--- config.mk ---
export PLATFORM = sky130hd
export DESIGN_NAME = sha256_stream_hasher_flat
export DESIGN_NICKNAME = d
export VERILOG_FILES = /design/src/design/shs_pkg.sv /design/src/design/shs_if.sv /design/src/design/sha256_stream_hasher.sv /design/src/design/shs_front.sv /design/src/design/shs_queue.sv /design/src/design/shs_compress.sv /design/src/design/shs_back.sv /design/src/flat_wrapper.sv
export SDC_FILE = /design/constraint.sdc
export NUM_CORES = 2
export LEC_CHECK = 0
export ABC_AREA = 1
export BUFFER_PORTS_ARGS = -buffer_cell sky130_fd_sc_hd__buf_4
export CORE_MARGIN = 10
export CORE_UTILIZATION = 45
export CTS_CLUSTER_SIZE = 20
export DETAILED_ROUTE_END_ITERATION = 10
export GPL_TIMING_DRIVEN = 0
export PLACE_DENSITY = 0.62
export SLEW_MARGIN = 20
export SYNTH_ARGS = -nofsm -noshare
export SYNTH_HDL_FRONTEND = slang
export SYNTH_SLANG_ARGS = --single-unit
export TNS_END_PERCENT = 20
--- constraint.sdc ---
create_clock -name clk -period 33.9 [get_ports clk]
set_input_delay 5.085 -clock clk [delete_from_list [all_inputs] [get_ports clk]]
set_output_delay 5.085 -clock clk [all_outputs]
set_load 0.005 [all_outputs]
--- src/design/shs_pkg.sv ---
// Shared types, constants and helper functions of the SHA-256 stream hasher.
package shs_pkg;

    localparam int QUEUE_DEPTH_DEFAULT = 4;
    localparam int WORD_W              = 32;
    localparam int HASH_WORDS          = 8;
    localparam int BLOCK_BYTES         = 64;
    localparam int BLOCK_W             = BLOCK_BYTES * 8;
    localparam int FILL_W              = $clog2(BLOCK_BYTES);
    localparam int COUNT_W             = 61;   // byte count bits that reach the length field
    localparam int ROUNDS              = 64;
    localparam int ROUND_W             = $clog2(ROUNDS);

    localparam logic [FILL_W-1:0] LEN_START   = FILL_W'(BLOCK_BYTES - 8);
    localparam logic [FILL_W-1:0] LAST_ZERO   = FILL_W'(BLOCK_BYTES - 9);
    localparam logic [FILL_W-1:0] FILL_LAST   = FILL_W'(BLOCK_BYTES - 1);
    localparam logic [7:0]        PAD_MARK    = 8'h80;
    localparam logic [2:0]        LAST_INDEX  = 3'd7;
    localparam logic [ROUND_W-1:0] ROUND_LAST = ROUND_W'(ROUNDS - 1);

    typedef logic [HASH_WORDS-1:0][WORD_W-1:0] word_arr_t;

    localparam word_arr_t HASH_IV = {
        32'h5be0cd19, 32'h1f83d9ab, 32'h9b05688c, 32'h510e527f,
        32'ha54ff53a, 32'h3c6ef372, 32'hbb67ae85, 32'h6a09e667
    };

    localparam logic [WORD_W-1:0] ROUND_K [ROUNDS] = '{
        32'h428a2f98, 32'h71374491, 32'hb5c0fbcf, 32'he9b5dba5,
        32'h3956c25b, 32'h59f111f1, 32'h923f82a4, 32'hab1c5ed5,
        32'hd807aa98, 32'h12835b01, 32'h243185be, 32'h550c7dc3,
        32'h72be5d74, 32'h80deb1fe, 32'h9bdc06a7, 32'hc19bf174,
        32'he49b69c1, 32'hefbe4786, 32'h0fc19dc6, 32'h240ca1cc,
        32'h2de92c6f, 32'h4a7484aa, 32'h5cb0a9dc, 32'h76f988da,
        32'h983e5152, 32'ha831c66d, 32'hb00327c8, 32'hbf597fc7,
        32'hc6e00bf3, 32'hd5a79147, 32'h06ca6351, 32'h14292967,
        32'h27b70a85, 32'h2e1b2138, 32'h4d2c6dfc, 32'h53380d13,
        32'h650a7354, 32'h766a0abb, 32'h81c2c92e, 32'h92722c85,
        32'ha2bfe8a1, 32'ha81a664b, 32'hc24b8b70, 32'hc76c51a3,
        32'hd192e819, 32'hd6990624, 32'hf40e3585, 32'h106aa070,
        32'h19a4c116, 32'h1e376c08, 32'h2748774c, 32'h34b0bcb5,
        32'h391c0cb3, 32'h4ed8aa4a, 32'h5b9cca4f, 32'h682e6ff3,
        32'h748f82ee, 32'h78a5636f, 32'h84c87814, 32'h8cc70208,
        32'h90befffa, 32'ha4506ceb, 32'hbef9a3f7, 32'hc67178f2
    };

    typedef enum logic {
        CMD_ABSORB,
        CMD_FINISH
    } cmd_kind_t;

    typedef struct packed {
        cmd_kind_t  kind;
        logic [7:0] data;
    } cmd_t;

    typedef struct packed {
        logic start;
        logic reinit;
    } comp_ctrl_t;

    typedef enum logic [2:0] {
        BK_IDLE,
        BK_MARK,
        BK_ZERO,
        BK_LEN,
        BK_WAIT,
        BK_EMIT
    } back_state_t;

    typedef enum logic [1:0] {
        CP_IDLE,
        CP_ROUND,
        CP_ADD
    } comp_state_t;

    function automatic logic [WORD_W-1:0] rotr(input logic [WORD_W-1:0] x, input int n);
        return (x >> n) | (x << (WORD_W - n));
    endfunction

    function automatic logic [WORD_W-1:0] bsig0(input logic [WORD_W-1:0] x);
        return rotr(x, 2) ^ rotr(x, 13) ^ rotr(x, 22);
    endfunction

    function automatic logic [WORD_W-1:0] bsig1(input logic [WORD_W-1:0] x);
        return rotr(x, 6) ^ rotr(x, 11) ^ rotr(x, 25);
    endfunction

    function automatic logic [WORD_W-1:0] ssig0(input logic [WORD_W-1:0] x);
        return rotr(x, 7) ^ rotr(x, 18) ^ (x >> 3);
    endfunction

    function automatic logic [WORD_W-1:0] ssig1(input logic [WORD_W-1:0] x);
        return rotr(x, 17) ^ rotr(x, 19) ^ (x >> 10);
    endfunction

endpackage

--- src/design/shs_if.sv ---
// Handshake channels of the hasher: message requests in, digest words out.
interface shs_in_if;
    logic       valid;
    logic       ready;
    logic       op;
    logic [7:0] data_byte;

    modport source (output valid, output op, output data_byte, input ready);
    modport sink   (input valid, input op, input data_byte, output ready);
endinterface

interface shs_out_if;
    logic        valid;
    logic        ready;
    logic [31:0] digest_word;
    logic [2:0]  word_index;
    logic        last;

    modport source (output valid, output digest_word, output word_index, output last,
                    input ready);
    modport sink   (input valid, input digest_word, input word_index, input last,
                    output ready);
endinterface

--- src/design/sha256_stream_hasher.sv ---
// Top level of the SHA-256 stream hasher: front stage, command queue, back end.
//
//  channel  | dir | request payload                  | notes
//  ---------+-----+----------------------------------+---------------------------------
//  msg      | in  | op, data_byte                    | op 0 absorbs a byte, op 1 finishes
//  digest   | out | digest_word, word_index, last    | eight requests per finish
//
// Every 64th byte hands the block to the compression unit, which runs its steps
// (load, 64 rounds, chaining add) while the next block fills, so a long message
// streams at about one byte per cycle while the compression unit keeps up.
// A finish shifts in 9 to 72 padding bytes, then waits out the final compression
// and loads eight digest words into the output register, one per cycle while taken.
// Reset clears all control state and restores the initial chaining words at once.
// Either side may stall: the front register and the queue hold requests while
// the back end works, and the output register holds a word until it is taken.
module sha256_stream_hasher #(
    parameter int QueueDepth = shs_pkg::QUEUE_DEPTH_DEFAULT
) (
    input  logic      clk,
    input  logic      rst_n,
    shs_in_if.sink    msg,
    shs_out_if.source digest
);
    import shs_pkg::*;

    logic               push;
    cmd_t               push_data;
    logic               push_ready;
    logic               cmd_valid;
    cmd_t               cmd;
    logic               cmd_pop;
    comp_ctrl_t         comp_ctrl;
    logic [BLOCK_W-1:0] block;
    logic               comp_busy;
    word_arr_t          hash;

    // classify incoming requests
    shs_front u_front (
        .clk        (clk),
        .rst_n      (rst_n),
        .msg        (msg),
        .push       (push),
        .push_data  (push_data),
        .push_ready (push_ready)
    );

    // decouple the front from stalls in the back end
    shs_queue #(
        .Depth (QueueDepth)
    ) u_queue (
        .clk        (clk),
        .rst_n      (rst_n),
        .push       (push),
        .push_data  (push_data),
        .push_ready (push_ready),
        .pop_valid  (cmd_valid),
        .pop_data   (cmd),
        .pop        (cmd_pop)
    );

    // buffer bytes, pad, sequence compressions and drive the digest
    shs_back u_back (
        .clk       (clk),
        .rst_n     (rst_n),
        .cmd_valid (cmd_valid),
        .cmd       (cmd),
        .cmd_pop   (cmd_pop),
        .comp_ctrl (comp_ctrl),
        .block     (block),
        .comp_busy (comp_busy),
        .hash      (hash),
        .digest    (digest)
    );

    // round engine and chaining words
    shs_compress u_compress (
        .clk   (clk),
        .rst_n (rst_n),
        .ctrl  (comp_ctrl),
        .block (block),
        .busy  (comp_busy),
        .hash  (hash)
    );

endmodule

--- src/design/shs_front.sv ---
// Front stage: take message requests and turn them into absorb/finish commands.
module shs_front (
    input  logic          clk,
    input  logic          rst_n,
    shs_in_if.sink        msg,
    output logic          push,
    output shs_pkg::cmd_t push_data,
    input  logic          push_ready
);
    import shs_pkg::*;

    logic slot_valid_reg;
    logic slot_valid_next;
    cmd_t slot_reg;
    cmd_t slot_next;
    cmd_t classified;
    logic take;

    always_comb
    begin
        classified.kind = msg.op ? CMD_FINISH : CMD_ABSORB;
        classified.data = msg.op ? 8'h00 : msg.data_byte;
    end

    assign msg.ready = !slot_valid_reg || push_ready;
    assign take      = msg.valid && msg.ready;
    assign push      = slot_valid_reg;
    assign push_data = slot_reg;

    always_comb
    begin
        slot_valid_next = slot_valid_reg;
        slot_next       = slot_reg;
        if (take)
        begin
            slot_valid_next = 1'b1;
            slot_next       = classified;
        end
        else if (push_ready)
        begin
            slot_valid_next = 1'b0;
        end
    end

    always_ff @(posedge clk or negedge rst_n)
    begin
        if (!rst_n)
        begin
            slot_valid_reg <= 1'b0;
        end
        else
        begin
            slot_valid_reg <= slot_valid_next;
        end
    end

    always_ff @(posedge clk)
    begin
        slot_reg <= slot_next;
    end

endmodule

--- src/design/shs_queue.sv ---
// Short command queue between the front stage and the back end.
module shs_queue #(
    parameter int Depth = shs_pkg::QUEUE_DEPTH_DEFAULT
) (
    input  logic          clk,
    input  logic          rst_n,
    input  logic          push,
    input  shs_pkg::cmd_t push_data,
    output logic          push_ready,
    output logic          pop_valid,
    output shs_pkg::cmd_t pop_data,
    input  logic          pop
);
    import shs_pkg::*;

    localparam int PtrW = (Depth > 1) ? $clog2(Depth) : 1;
    localparam int CntW = $clog2(Depth + 1);
    localparam logic [PtrW-1:0] PtrLast = PtrW'(Depth - 1);
    localparam logic [CntW-1:0] CntFull = CntW'(Depth);

    cmd_t            mem_reg [Depth];
    logic [PtrW-1:0] wr_ptr_reg;
    logic [PtrW-1:0] wr_ptr_next;
    logic [PtrW-1:0] rd_ptr_reg;
    logic [PtrW-1:0] rd_ptr_next;
    logic [CntW-1:0] count_reg;
    logic [CntW-1:0] count_next;
    logic            do_push;
    logic            do_pop;

    assign push_ready = (count_reg != CntFull);
    assign pop_valid  = (count_reg != '0);
    assign pop_data   = mem_reg[rd_ptr_reg];
    assign do_push    = push && push_ready;
    assign do_pop     = pop && pop_valid;

    always_comb
    begin
        wr_ptr_next = wr_ptr_reg;
        rd_ptr_next = rd_ptr_reg;
        count_next  = count_reg;
        if (do_push)
        begin
            wr_ptr_next = (wr_ptr_reg == PtrLast) ? '0 : wr_ptr_reg + 1'b1;
        end
        if (do_pop)
        begin
            rd_ptr_next = (rd_ptr_reg == PtrLast) ? '0 : rd_ptr_reg + 1'b1;
        end
        if (do_push && !do_pop)
        begin
            count_next = count_reg + 1'b1;
        end
        else if (do_pop && !do_push)
        begin
            count_next = count_reg - 1'b1;
        end
    end

    always_ff @(posedge clk or negedge rst_n)
    begin
        if (!rst_n)
        begin
            wr_ptr_reg <= '0;
            rd_ptr_reg <= '0;
            count_reg  <= '0;
        end
        else
        begin
            wr_ptr_reg <= wr_ptr_next;
            rd_ptr_reg <= rd_ptr_next;
            count_reg  <= count_next;
        end
    end

    always_ff @(posedge clk)
    begin
        if (do_push)
        begin
            mem_reg[wr_ptr_reg] <= push_data;
        end
    end

endmodule

--- src/design/shs_compress.sv ---
// Iterative SHA-256 compression: one round per cycle, holds the chaining words.
module shs_compress (
    input  logic                          clk,
    input  logic                          rst_n,
    input  shs_pkg::comp_ctrl_t           ctrl,
    input  logic [shs_pkg::BLOCK_W-1:0]   block,
    output logic                          busy,
    output shs_pkg::word_arr_t            hash
);
    import shs_pkg::*;

    comp_state_t        state_reg;
    comp_state_t        state_next;
    word_arr_t          h_reg;
    word_arr_t          v_reg;
    logic [WORD_W-1:0]  win_reg [16];
    logic [ROUND_W-1:0] round_reg;
    logic [WORD_W-1:0]  t1;
    logic [WORD_W-1:0]  t2;
    logic [WORD_W-1:0]  ch;
    logic [WORD_W-1:0]  maj;
    logic [WORD_W-1:0]  w_new;

    // round datapath
    always_comb
    begin
        ch    = (v_reg[4] & v_reg[5]) ^ (~v_reg[4] & v_reg[6]);
        maj   = (v_reg[0] & v_reg[1]) ^ (v_reg[0] & v_reg[2]) ^ (v_reg[1] & v_reg[2]);
        t1    = v_reg[7] + bsig1(v_reg[4]) + ch + ROUND_K[round_reg] + win_reg[0];
        t2    = bsig0(v_reg[0]) + maj;
        w_new = ssig1(win_reg[14]) + win_reg[9] + ssig0(win_reg[1]) + win_reg[0];
    end

    always_comb
    begin
        state_next = state_reg;
        unique case (state_reg)
            CP_IDLE:
            begin
                if (ctrl.start)
                begin
                    state_next = CP_ROUND;
                end
            end
            CP_ROUND:
            begin
                if (round_reg == ROUND_LAST)
                begin
                    state_next = CP_ADD;
                end
            end
            CP_ADD:
            begin
                state_next = CP_IDLE;
            end
            default:
            begin
                state_next = CP_IDLE;
            end
        endcase
    end

    always_comb
    begin
        busy = (state_reg != CP_IDLE);
        hash = h_reg;
    end

    always_ff @(posedge clk or negedge rst_n)
    begin
        if (!rst_n)
        begin
            state_reg <= CP_IDLE;
            h_reg     <= HASH_IV;
        end
        else
        begin
            state_reg <= state_next;
            if (ctrl.reinit)
            begin
                h_reg <= HASH_IV;
            end
            else if (state_reg == CP_ADD)
            begin
                for (int i = 0; i < HASH_WORDS; i++)
                begin
                    h_reg[i] <= h_reg[i] + v_reg[i];
                end
            end
        end
    end

    // working variables, schedule window and round counter
    always_ff @(posedge clk)
    begin
        if (state_reg == CP_IDLE && ctrl.start)
        begin
            v_reg     <= h_reg;
            round_reg <= '0;
            for (int i = 0; i < 16; i++)
            begin
                win_reg[i] <= block[BLOCK_W - 1 - WORD_W * i -: WORD_W];
            end
        end
        else if (state_reg == CP_ROUND)
        begin
            v_reg[7]  <= v_reg[6];
            v_reg[6]  <= v_reg[5];
            v_reg[5]  <= v_reg[4];
            v_reg[4]  <= v_reg[3] + t1;
            v_reg[3]  <= v_reg[2];
            v_reg[2]  <= v_reg[1];
            v_reg[1]  <= v_reg[0];
            v_reg[0]  <= t1 + t2;
            round_reg <= round_reg + 1'b1;
            for (int i = 0; i < 15; i++)
            begin
                win_reg[i] <= win_reg[i + 1];
            end
            win_reg[15] <= w_new;
        end
    end

endmodule

--- src/design/shs_back.sv ---
// Back end: block buffer, padding sequencer and digest output register.
module shs_back (
    input  logic                          clk,
    input  logic                          rst_n,
    input  logic                          cmd_valid,
    input  shs_pkg::cmd_t                 cmd,
    output logic                          cmd_pop,
    output shs_pkg::comp_ctrl_t           comp_ctrl,
    output logic [shs_pkg::BLOCK_W-1:0]   block,
    input  logic                          comp_busy,
    input  shs_pkg::word_arr_t            hash,
    shs_out_if.source                     digest
);
    import shs_pkg::*;

    back_state_t         state_reg;
    back_state_t         state_next;
    logic [BLOCK_W-1:0]  block_reg;
    logic [FILL_W-1:0]   fill_reg;
    logic                full_reg;
    logic [COUNT_W-1:0]  count_reg;
    logic [2:0]          idx_reg;
    logic                out_valid_reg;
    logic [WORD_W-1:0]   out_word_reg;
    logic [2:0]          out_index_reg;
    logic                out_last_reg;

    logic                can_shift;
    logic                shift_en;
    logic [7:0]          shift_byte;
    logic                count_en;
    logic                load_out;
    logic                finish_done;
    logic [63:0]         len_bits;
    logic [2:0]          len_sel;

    assign can_shift = !full_reg;
    assign len_bits  = {count_reg, 3'b000};
    assign len_sel   = 3'(7 - int'(fill_reg[2:0]));
    assign block     = block_reg;

    always_comb
    begin
        state_next = state_reg;
        unique case (state_reg)
            BK_IDLE:
            begin
                if (cmd_valid && can_shift && cmd.kind == CMD_FINISH)
                begin
                    state_next = BK_MARK;
                end
            end
            BK_MARK:
            begin
                if (can_shift)
                begin
                    state_next = (fill_reg == LAST_ZERO) ? BK_LEN : BK_ZERO;
                end
            end
            BK_ZERO:
            begin
                if (can_shift && fill_reg == LAST_ZERO)
                begin
                    state_next = BK_LEN;
                end
            end
            BK_LEN:
            begin
                if (can_shift && fill_reg == FILL_LAST)
                begin
                    state_next = BK_WAIT;
                end
            end
            BK_WAIT:
            begin
                if (!full_reg && !comp_busy)
                begin
                    state_next = BK_EMIT;
                end
            end
            BK_EMIT:
            begin
                if (finish_done)
                begin
                    state_next = BK_IDLE;
                end
            end
            default:
            begin
                state_next = BK_IDLE;
            end
        endcase
    end

    always_comb
    begin
        cmd_pop          = 1'b0;
        shift_en         = 1'b0;
        shift_byte       = 8'h00;
        count_en         = 1'b0;
        load_out         = 1'b0;
        finish_done      = 1'b0;
        comp_ctrl.start  = full_reg && !comp_busy;
        comp_ctrl.reinit = 1'b0;
        unique case (state_reg)
            BK_IDLE:
            begin
                cmd_pop = cmd_valid && can_shift;
                if (cmd_pop && cmd.kind == CMD_ABSORB)
                begin
                    shift_en   = 1'b1;
                    shift_byte = cmd.data;
                    count_en   = 1'b1;
                end
            end
            BK_MARK:
            begin
                shift_en   = can_shift;
                shift_byte = PAD_MARK;
            end
            BK_ZERO:
            begin
                shift_en = can_shift;
            end
            BK_LEN:
            begin
                shift_en   = can_shift;
                shift_byte = len_bits[8 * len_sel +: 8];
            end
            BK_WAIT:
            begin
                shift_en = 1'b0;
            end
            BK_EMIT:
            begin
                load_out         = !out_valid_reg || digest.ready;
                finish_done      = load_out && idx_reg == LAST_INDEX;
                comp_ctrl.reinit = finish_done;
            end
            default:
            begin
                shift_en = 1'b0;
            end
        endcase
    end

    always_ff @(posedge clk or negedge rst_n)
    begin
        if (!rst_n)
        begin
            state_reg     <= BK_IDLE;
            fill_reg      <= '0;
            full_reg      <= 1'b0;
            count_reg     <= '0;
            idx_reg       <= '0;
            out_valid_reg <= 1'b0;
        end
        else
        begin
            state_reg <= state_next;
            if (shift_en)
            begin
                fill_reg <= fill_reg + 1'b1;
                if (fill_reg == FILL_LAST)
                begin
                    full_reg <= 1'b1;
                end
            end
            else if (comp_ctrl.start)
            begin
                full_reg <= 1'b0;
            end
            if (finish_done)
            begin
                count_reg <= '0;
            end
            else if (count_en)
            begin
                count_reg <= count_reg + 1'b1;
            end
            if (state_reg == BK_WAIT)
            begin
                idx_reg <= '0;
            end
            else if (load_out)
            begin
                idx_reg <= idx_reg + 1'b1;
            end
            if (load_out)
            begin
                out_valid_reg <= 1'b1;
            end
            else if (digest.ready)
            begin
                out_valid_reg <= 1'b0;
            end
        end
    end

    always_ff @(posedge clk)
    begin
        if (shift_en)
        begin
            block_reg <= {block_reg[BLOCK_W-9:0], shift_byte};
        end
        if (load_out)
        begin
            out_word_reg  <= hash[idx_reg];
            out_index_reg <= idx_reg;
            out_last_reg  <= (idx_reg == LAST_INDEX);
        end
    end

    assign digest.valid       = out_valid_reg;
    assign digest.digest_word = out_word_reg;
    assign digest.word_index  = out_index_reg;
    assign digest.last        = out_last_reg;

endmodule

--- src/flat_wrapper.sv ---
// flat-port wrapper written by rule: the top's interface ports become plain ports
module sha256_stream_hasher_flat import shs_pkg::*;
#(
    parameter int QueueDepth = shs_pkg::QUEUE_DEPTH_DEFAULT
)
  (clk, rst_n, msg_valid, msg_op, msg_data_byte, msg_ready, digest_valid, digest_digest_word, digest_word_index, digest_last, digest_ready);
  shs_in_if msg_i ();
  shs_out_if digest_i ();
  input  logic clk;
  input  logic rst_n;
  input wire logic [$bits(msg_i.valid)-1:0] msg_valid;
  input wire logic [$bits(msg_i.op)-1:0] msg_op;
  input wire logic [$bits(msg_i.data_byte)-1:0] msg_data_byte;
  output wire logic [$bits(msg_i.ready)-1:0] msg_ready;
  output wire logic [$bits(digest_i.valid)-1:0] digest_valid;
  output wire logic [$bits(digest_i.digest_word)-1:0] digest_digest_word;
  output wire logic [$bits(digest_i.word_index)-1:0] digest_word_index;
  output wire logic [$bits(digest_i.last)-1:0] digest_last;
  input wire logic [$bits(digest_i.ready)-1:0] digest_ready;
  assign msg_i.valid = msg_valid;
  assign msg_i.op = msg_op;
  assign msg_i.data_byte = msg_data_byte;
  assign msg_ready = msg_i.ready;
  assign digest_valid = digest_i.valid;
  assign digest_digest_word = digest_i.digest_word;
  assign digest_word_index = digest_i.word_index;
  assign digest_last = digest_i.last;
  assign digest_i.ready = digest_ready;
  sha256_stream_hasher #(.QueueDepth(QueueDepth)) u_core (.clk(clk), .rst_n(rst_n), .msg(msg_i), .digest(digest_i));
endmodule
# Word level (Yosys, flattened, before mapping)
# Memory sizes are Yosys's and may differ from the RTL's.
# Index checks and enable logic that the tools add are counted.
word_totals:
  ff_bits: 1160
  latch_bits: 0
  mem_bits_rw: 548
  romBits: 2048
  input_bits: 13
  output_inout_bits: 38
  word_cells: 239
  mem_count: 3
classes:
  add_sub_neg: 27
  n_mul: 0
  div_mod_pow: 0
  magnitude_cmp: 2
  eq_ne: 23
  shift: 1
  mux: 66
  n_bitwise: 45
  reduce_logical: 38
mem_list:
  columns: ["memory", "words", "width", "rd", "rd_ports_with_merged_regs", "write_ports", "line", "source"]
  rows:
  - ["(name not given)", 64, 32, 1, 0, 0, "shs_compress.sv:29", "t1 = v_reg[7] + bsig1(v_reg[4]) + ch + ROUND_K[round_reg] + win_reg[0];"]
  - ["u_core.u_compress.win_reg", 16, 32, 16, 0, 16, "shs_compress.sv:16", "logic [WORD_W-1:0] win_reg [16];"]
  - ["u_core.u_queue.mem_reg", 4, 9, 1, 0, 1, "shs_queue.sv:21", "cmd_t mem_reg [Depth];"]
op_table:
  columns: ["cell", "n"]
  rows:
  - ["two-way mux 256 bit", 4]
  - ["two-way mux 32 bit", 19]
  - ["adder 32 bit", 18]
  - ["XOR 32 bit", 9]
  - ["bitwise AND 32 bit", 5]
  - ["two-way mux 61 bit", 2]
  - ["binary-select mux 32 bit (select 3 bit)", 1]
  - ["variable part select 64 x 7 -> 8 bit", 1]
  - ["adder 61 x 1 -> 61 bit (second input constant)", 1]
  - ["inverter 32 bit", 1]
  - ["OR 10 x 32 -> 32 bit", 1]
  - ["OR 13 x 32 -> 32 bit", 1]
  - ["OR 14 x 32 -> 32 bit", 1]
  - ["OR 15 x 32 -> 32 bit", 1]
  - ["OR 19 x 32 -> 32 bit", 1]
  - ["OR 21 x 32 -> 32 bit", 1]
  - ["OR 25 x 32 -> 32 bit", 1]
  - ["OR 26 x 32 -> 32 bit", 1]
  - ["OR 30 x 32 -> 32 bit", 1]
  - ["OR 7 x 32 -> 32 bit", 1]
  - ["XOR 32 x 22 -> 32 bit", 1]
  - ["XOR 32 x 29 -> 32 bit", 1]
  - ["two-way mux 3 bit", 10]
  - ["case mux 8 bit (3 select lines)", 1]
  - ["35 further kinds", 118]

# Depth between registers and ports, before layout
depth:
  ltp_word: 10
  depth_mapped: 42
  mapped_depth_nobuf: 41

# By module
# A second synthesis with hierarchy kept.
unflattened:
  hier_cells: 11787
  hier_area_um2: 101892.7
by_module_without_submodules:
  columns: ["module", "n_inst", "cells_per_inst", "area_each_um2", "seq_area_each_um2"]
  rows:
  - ["shs_compress", 1, 9739, 75533.7, 29808.6]
  - ["shs_back", 1, 1853, 23989.3, 18332.6]
  - ["shs_queue", 1, 163, 1983.2, 1256.2]
  - ["shs_front", 1, 32, 386.6, 295.3]

# Worst setup path after synthesis
# Ideal clock, no wire load.
synth_timing:
  path_kind: "reg-to-reg"
  start: "register u_core.u_back.full_reg"
  end: "register u_core.u_compress.v_reg[0] (netlist bit) (enable)"
  setup_ns: 5.317
  arrival_time_ns: 13.676
  t_required_ns: 28.583
  slack_ns: 14.908
  stages_incl_launch_ff: 7
  path_buffers: 2
  period_less_slack_ns: 18.992
  cell_sequence: "dfrtp_1 > inv_1 > nor2_1 > inv_2 > clkbuf_1 > clkbuf_1 > nand2_1"
synth_via:
  elab_chain_len: 3
synth_lines:
  columns: ["element", "line", "source"]
  rows:
  - ["start, declared", "shs_back.sv:20", "logic full_reg;"]
  - ["start signal, assigned", "shs_back.sv:153", "full_reg <= 1'b0;"]
  - ["start signal, assigned", "shs_back.sv:166", "full_reg <= 1'b1;"]
  - ["start signal, assigned", "shs_back.sv:171", "full_reg <= 1'b0;"]
  - ["logical AND 1 bit", "shs_back.sv:103", "comp_ctrl.start = full_reg && !comp_busy;"]
  - ["logical AND 1 bit", "shs_compress.sv:96", "if (state_reg == CP_IDLE && ctrl.start)"]
  - ["nonzero test 2 bit (no source line)", null, null]
  - ["end signal, assigned", "shs_compress.sv:98", "v_reg <= h_reg;"]
  - ["end, declared", "shs_compress.sv:15", "word_arr_t v_reg;"]
# No other way between the ends.
# A chain may end at the register's enable or synchronous reset.

# Final worst setup path
layout_timing:
  start: "register u_core.u_compress.round_reg[0]"
  end: "register u_core.u_compress.v_reg[23] (netlist bit) (data pin)"
layout_via:
  elab_chain_len: 9
layout_lines:
  columns: ["element", "line", "source"]
  rows:
  - ["start, declared", "shs_compress.sv:17", "logic [ROUND_W-1:0] round_reg;"]
  - ["start signal, assigned", "shs_compress.sv:115", "round_reg <= round_reg + 1'b1;"]
  - ["inverter 6 -> 7 bit (not written as such)", "shs_compress.sv:29", null]
  - ["memory read (64 x 32 bit)", null, null]
  - ["two-way mux 32 bit (not written as such) (2 in a row)", "shs_compress.sv:29", null]
  - ["adder 32 bit (2 in a row)", "shs_compress.sv:29", null]
  - ["adder 32 bit", "shs_compress.sv:114", "v_reg[0] <= t1 + t2;"]
  - ["two-way mux 256 bit", "shs_compress.sv:105", "else if (state_reg == CP_ROUND)"]
  - ["two-way mux 256 bit", "shs_compress.sv:96", null]
# No other way between the ends. The select of a mux whose other input is x is not followed.

==> impl_metrics.ini <==
[route]
post-route-drc-count = 0
wl_mm = 420
avgRoutedWirePerCell_um = 28.6
viasPerCell = 5.80
first_iter_violations = 11016
vias = 85371
final_antenna_net_count = 0
drt_pass1_iterations = 9

[logic_synthesis]
synth_nets = 11873
yosysWarnings = 0
synth-compound-area-share_pct = 12.4
synth.most_common_cell = nand2_1
yosysUniqueCellTypes = 84
synth_fa_ha_area_share_pct = 8.98
netlist_top_cells_count = nand2_1, edfxtp_1, inv_1
synth_xor_area_share_pct = 3.74
synthCells = 11261
synth_top_cell_area_share_pct = 40.8
yosys-top-cells-area = edfxtp_1, nand2_1, dfrtp_1, ha_1, inv_1
synth_seq_area_share_pct = 49.7
netlist_area_um2 = 100000
synth_top_family_by_area = simple AND/OR/NAND/NOR gates
synth_largest_area_cell = edfxtp_1
synth_ff_type = edfxtp_1
synth_mux_area_share_pct = 0
synth-seq-cells = 1708
synth.avg_cell_area_um2 = 8.89
async_flop_share_pct = 20.0
synthSimpleGateAreaFrac_pct = 18.6
synth_edf_count = 1361

[timing]
tns_ps = 0
slew_headroom_pct = 15.1
holdWs_ps = 396
setup_viol = 0
report.final.hold_viol_count = 0
min_period_over_period_pct = 30.7
slew_violations = 0
period_needed_ps = 10410
max_freq_ghz = 0.0960
rsz0062_at_grt = no
tightest_slew_ps = 1260
fin_skew_ps = 78.8

[cts]
cts_root_buffer = clkbuf_16
htree_levels = 4
cts-resized-gates = 0
cts_buffer_depth = 3
cts_inserted_buffers = 190
cts_tree = yes
clk_latency_ps = 890
cts_hold_buf = 0
path_clk_slew_ps = 60
cts_sinks = 1708
post_cts_buffers = 0

[setup_path]
end_kind = register
arrival_ps = 10940
worst_path_largest_cell_delay_ps = 690
critPathSlowestCell = o211ai_1
crit_buf_inv = 6
critPathKind = reg -> reg
cp.required_ps = 34430
path_common_cell = nand2_1
worstPathMaxFanout = 12
start_kind = register
crit_family = adder cells

[global_routing]
grt_use_total_pct = 33.6
antenna_found_initial = 30
grt_start_max_net_pins = 88
grt_pass1_vias = 81754
gr-total-overflow = 0
grt_pass1_wl_mm = 592

[die]
die_h_um = 492
die_w_um = 492
design.core.area_um2 = 222000
io_pins = 51
start_util_pct = 45.2
dieArea_um2 = 242000
core.rowCount = 173

[layout]
syn_to_final_growth_pct = 12.0
regArea_um2 = 49700
multiInputGateArea_um2 = 43700
fillers = 21143
drive_above_1_share_pct = 6.78
finalNetCount = 12172

[worst_hold_path]
hp-class = reg -> reg

[placed_design]
place.gp.congestion = 1.08
port_buffers = 50
dp_hpwl_mm = 336

[run_status]
status = completed

[flow_run]
cap_violations = 0
==> worst reg2reg max path, delay by kind of cell, from the launching register on <==
| kind | cells | cell delay (ps) |
|---|---|---|
| adders and majority gates | 6 | 2890 |
| buffers and inverters | 6 | 1600 |
| AOI/OAI and AO/OA | 9 | 2280 |
| and+or+nand+nor | 13 | 2030 |
| xor gates and xnor gates | 1 | 650 |
| DFF | 1 | 630 |
==> cells by family (layout without fill, tap and decap cells) <==
logic type      count (synthesis)  after routing
compound gates               2207           2207
flops                        1708           1708
simple gates                 4596           4596
fa+ha+maj                     601            601
buf+inv                      1722           2183
other cells                     0             15
xor+xnor                      427            427
==> metal layers <==
metal / up-vias / GRT usage [%] / wire length (µm)
met5: - / 0 / 67
li1: 38341 / - / -
met4: 10 / 13.1 / 19800
met3: 861 / 8.81 / 45700
met2: 4655 / 49.4 / 177000
met1: 41504 / 47.3 / 178000
==> final cells by class <==
type	instances	share of cell area [%]
flip-flops and latches	1708	44.3
well taps	2975	3.32
plain buffers	399	1.57
clock buffers	230	4.41
repair buffers	107	1.61
inverters	1323	4.44
clock inverters	124	1.30
diodes	15	0.0335
multi-input cells	7831	39.0
==> placed cells by master (no fill, tap or decap), drive strengths merged, types with 85 or more instances in the layout <==
cell	count
nand2	3250
edfxtp	1361
inv	1331
o21ai	978
nor2	700
a21oi	687
clkbuf	503
ha	403
nand3	350
xor2	245
buf	233
dfrtp	205
fa	196
xnor2	182
dfstp	136
o22ai	126
nor3	117
nand4	102
a31oi	94
clkinv	85
==> final timing paths <==
| kind | startpoint | end | slack (ps) | cells past startpoint |
|---|---|---|---|---|
| worst max-delay path | u_core.u_compress.round_reg[0]$_SDFFE_PP0P_ | u_core.u_compress.v_reg[23]$_DFFE_PP_ | 23490 | 35 |
| worst min-delay path | u_core.u_back.block[308]$_DFFE_PP_ | u_core.u_back.block[316]$_DFFE_PP_ | 400 | 0 |
| worst max register to register | u_core.u_compress.round_reg[0]$_SDFFE_PP0P_ | u_core.u_compress.v_reg[23]$_DFFE_PP_ | 23490 | 35 |
| worst min register to register | u_core.u_back.block[308]$_DFFE_PP_ | u_core.u_back.block[316]$_DFFE_PP_ | 400 | 0 |
| max in group asynchronous | rst_n | u_core.u_back.fill_reg[5]$_DFFE_PN0P_ | 27890 | 4 |
| min in group asynchronous | rst_n | u_core.u_compress.hash[170]$_DFFE_PN0P_ | 4130 | 1 |
==> through the flow <==
step	cell area, µm²	util (%)	setup slack, ps	cells
detailed placement	106000	47.7	23850	14340
CTS	112000	50.5	23750	14694
floorplan	100000	-	14910	11261
global placement	104000	47.0	2810	14286
finish	112000	50.6	23490	14712
global route	112000	50.6	23230	14699
Power is not shown: default switching activity piles up to over one toggle a cycle in this logic, so the estimate is an artifact.
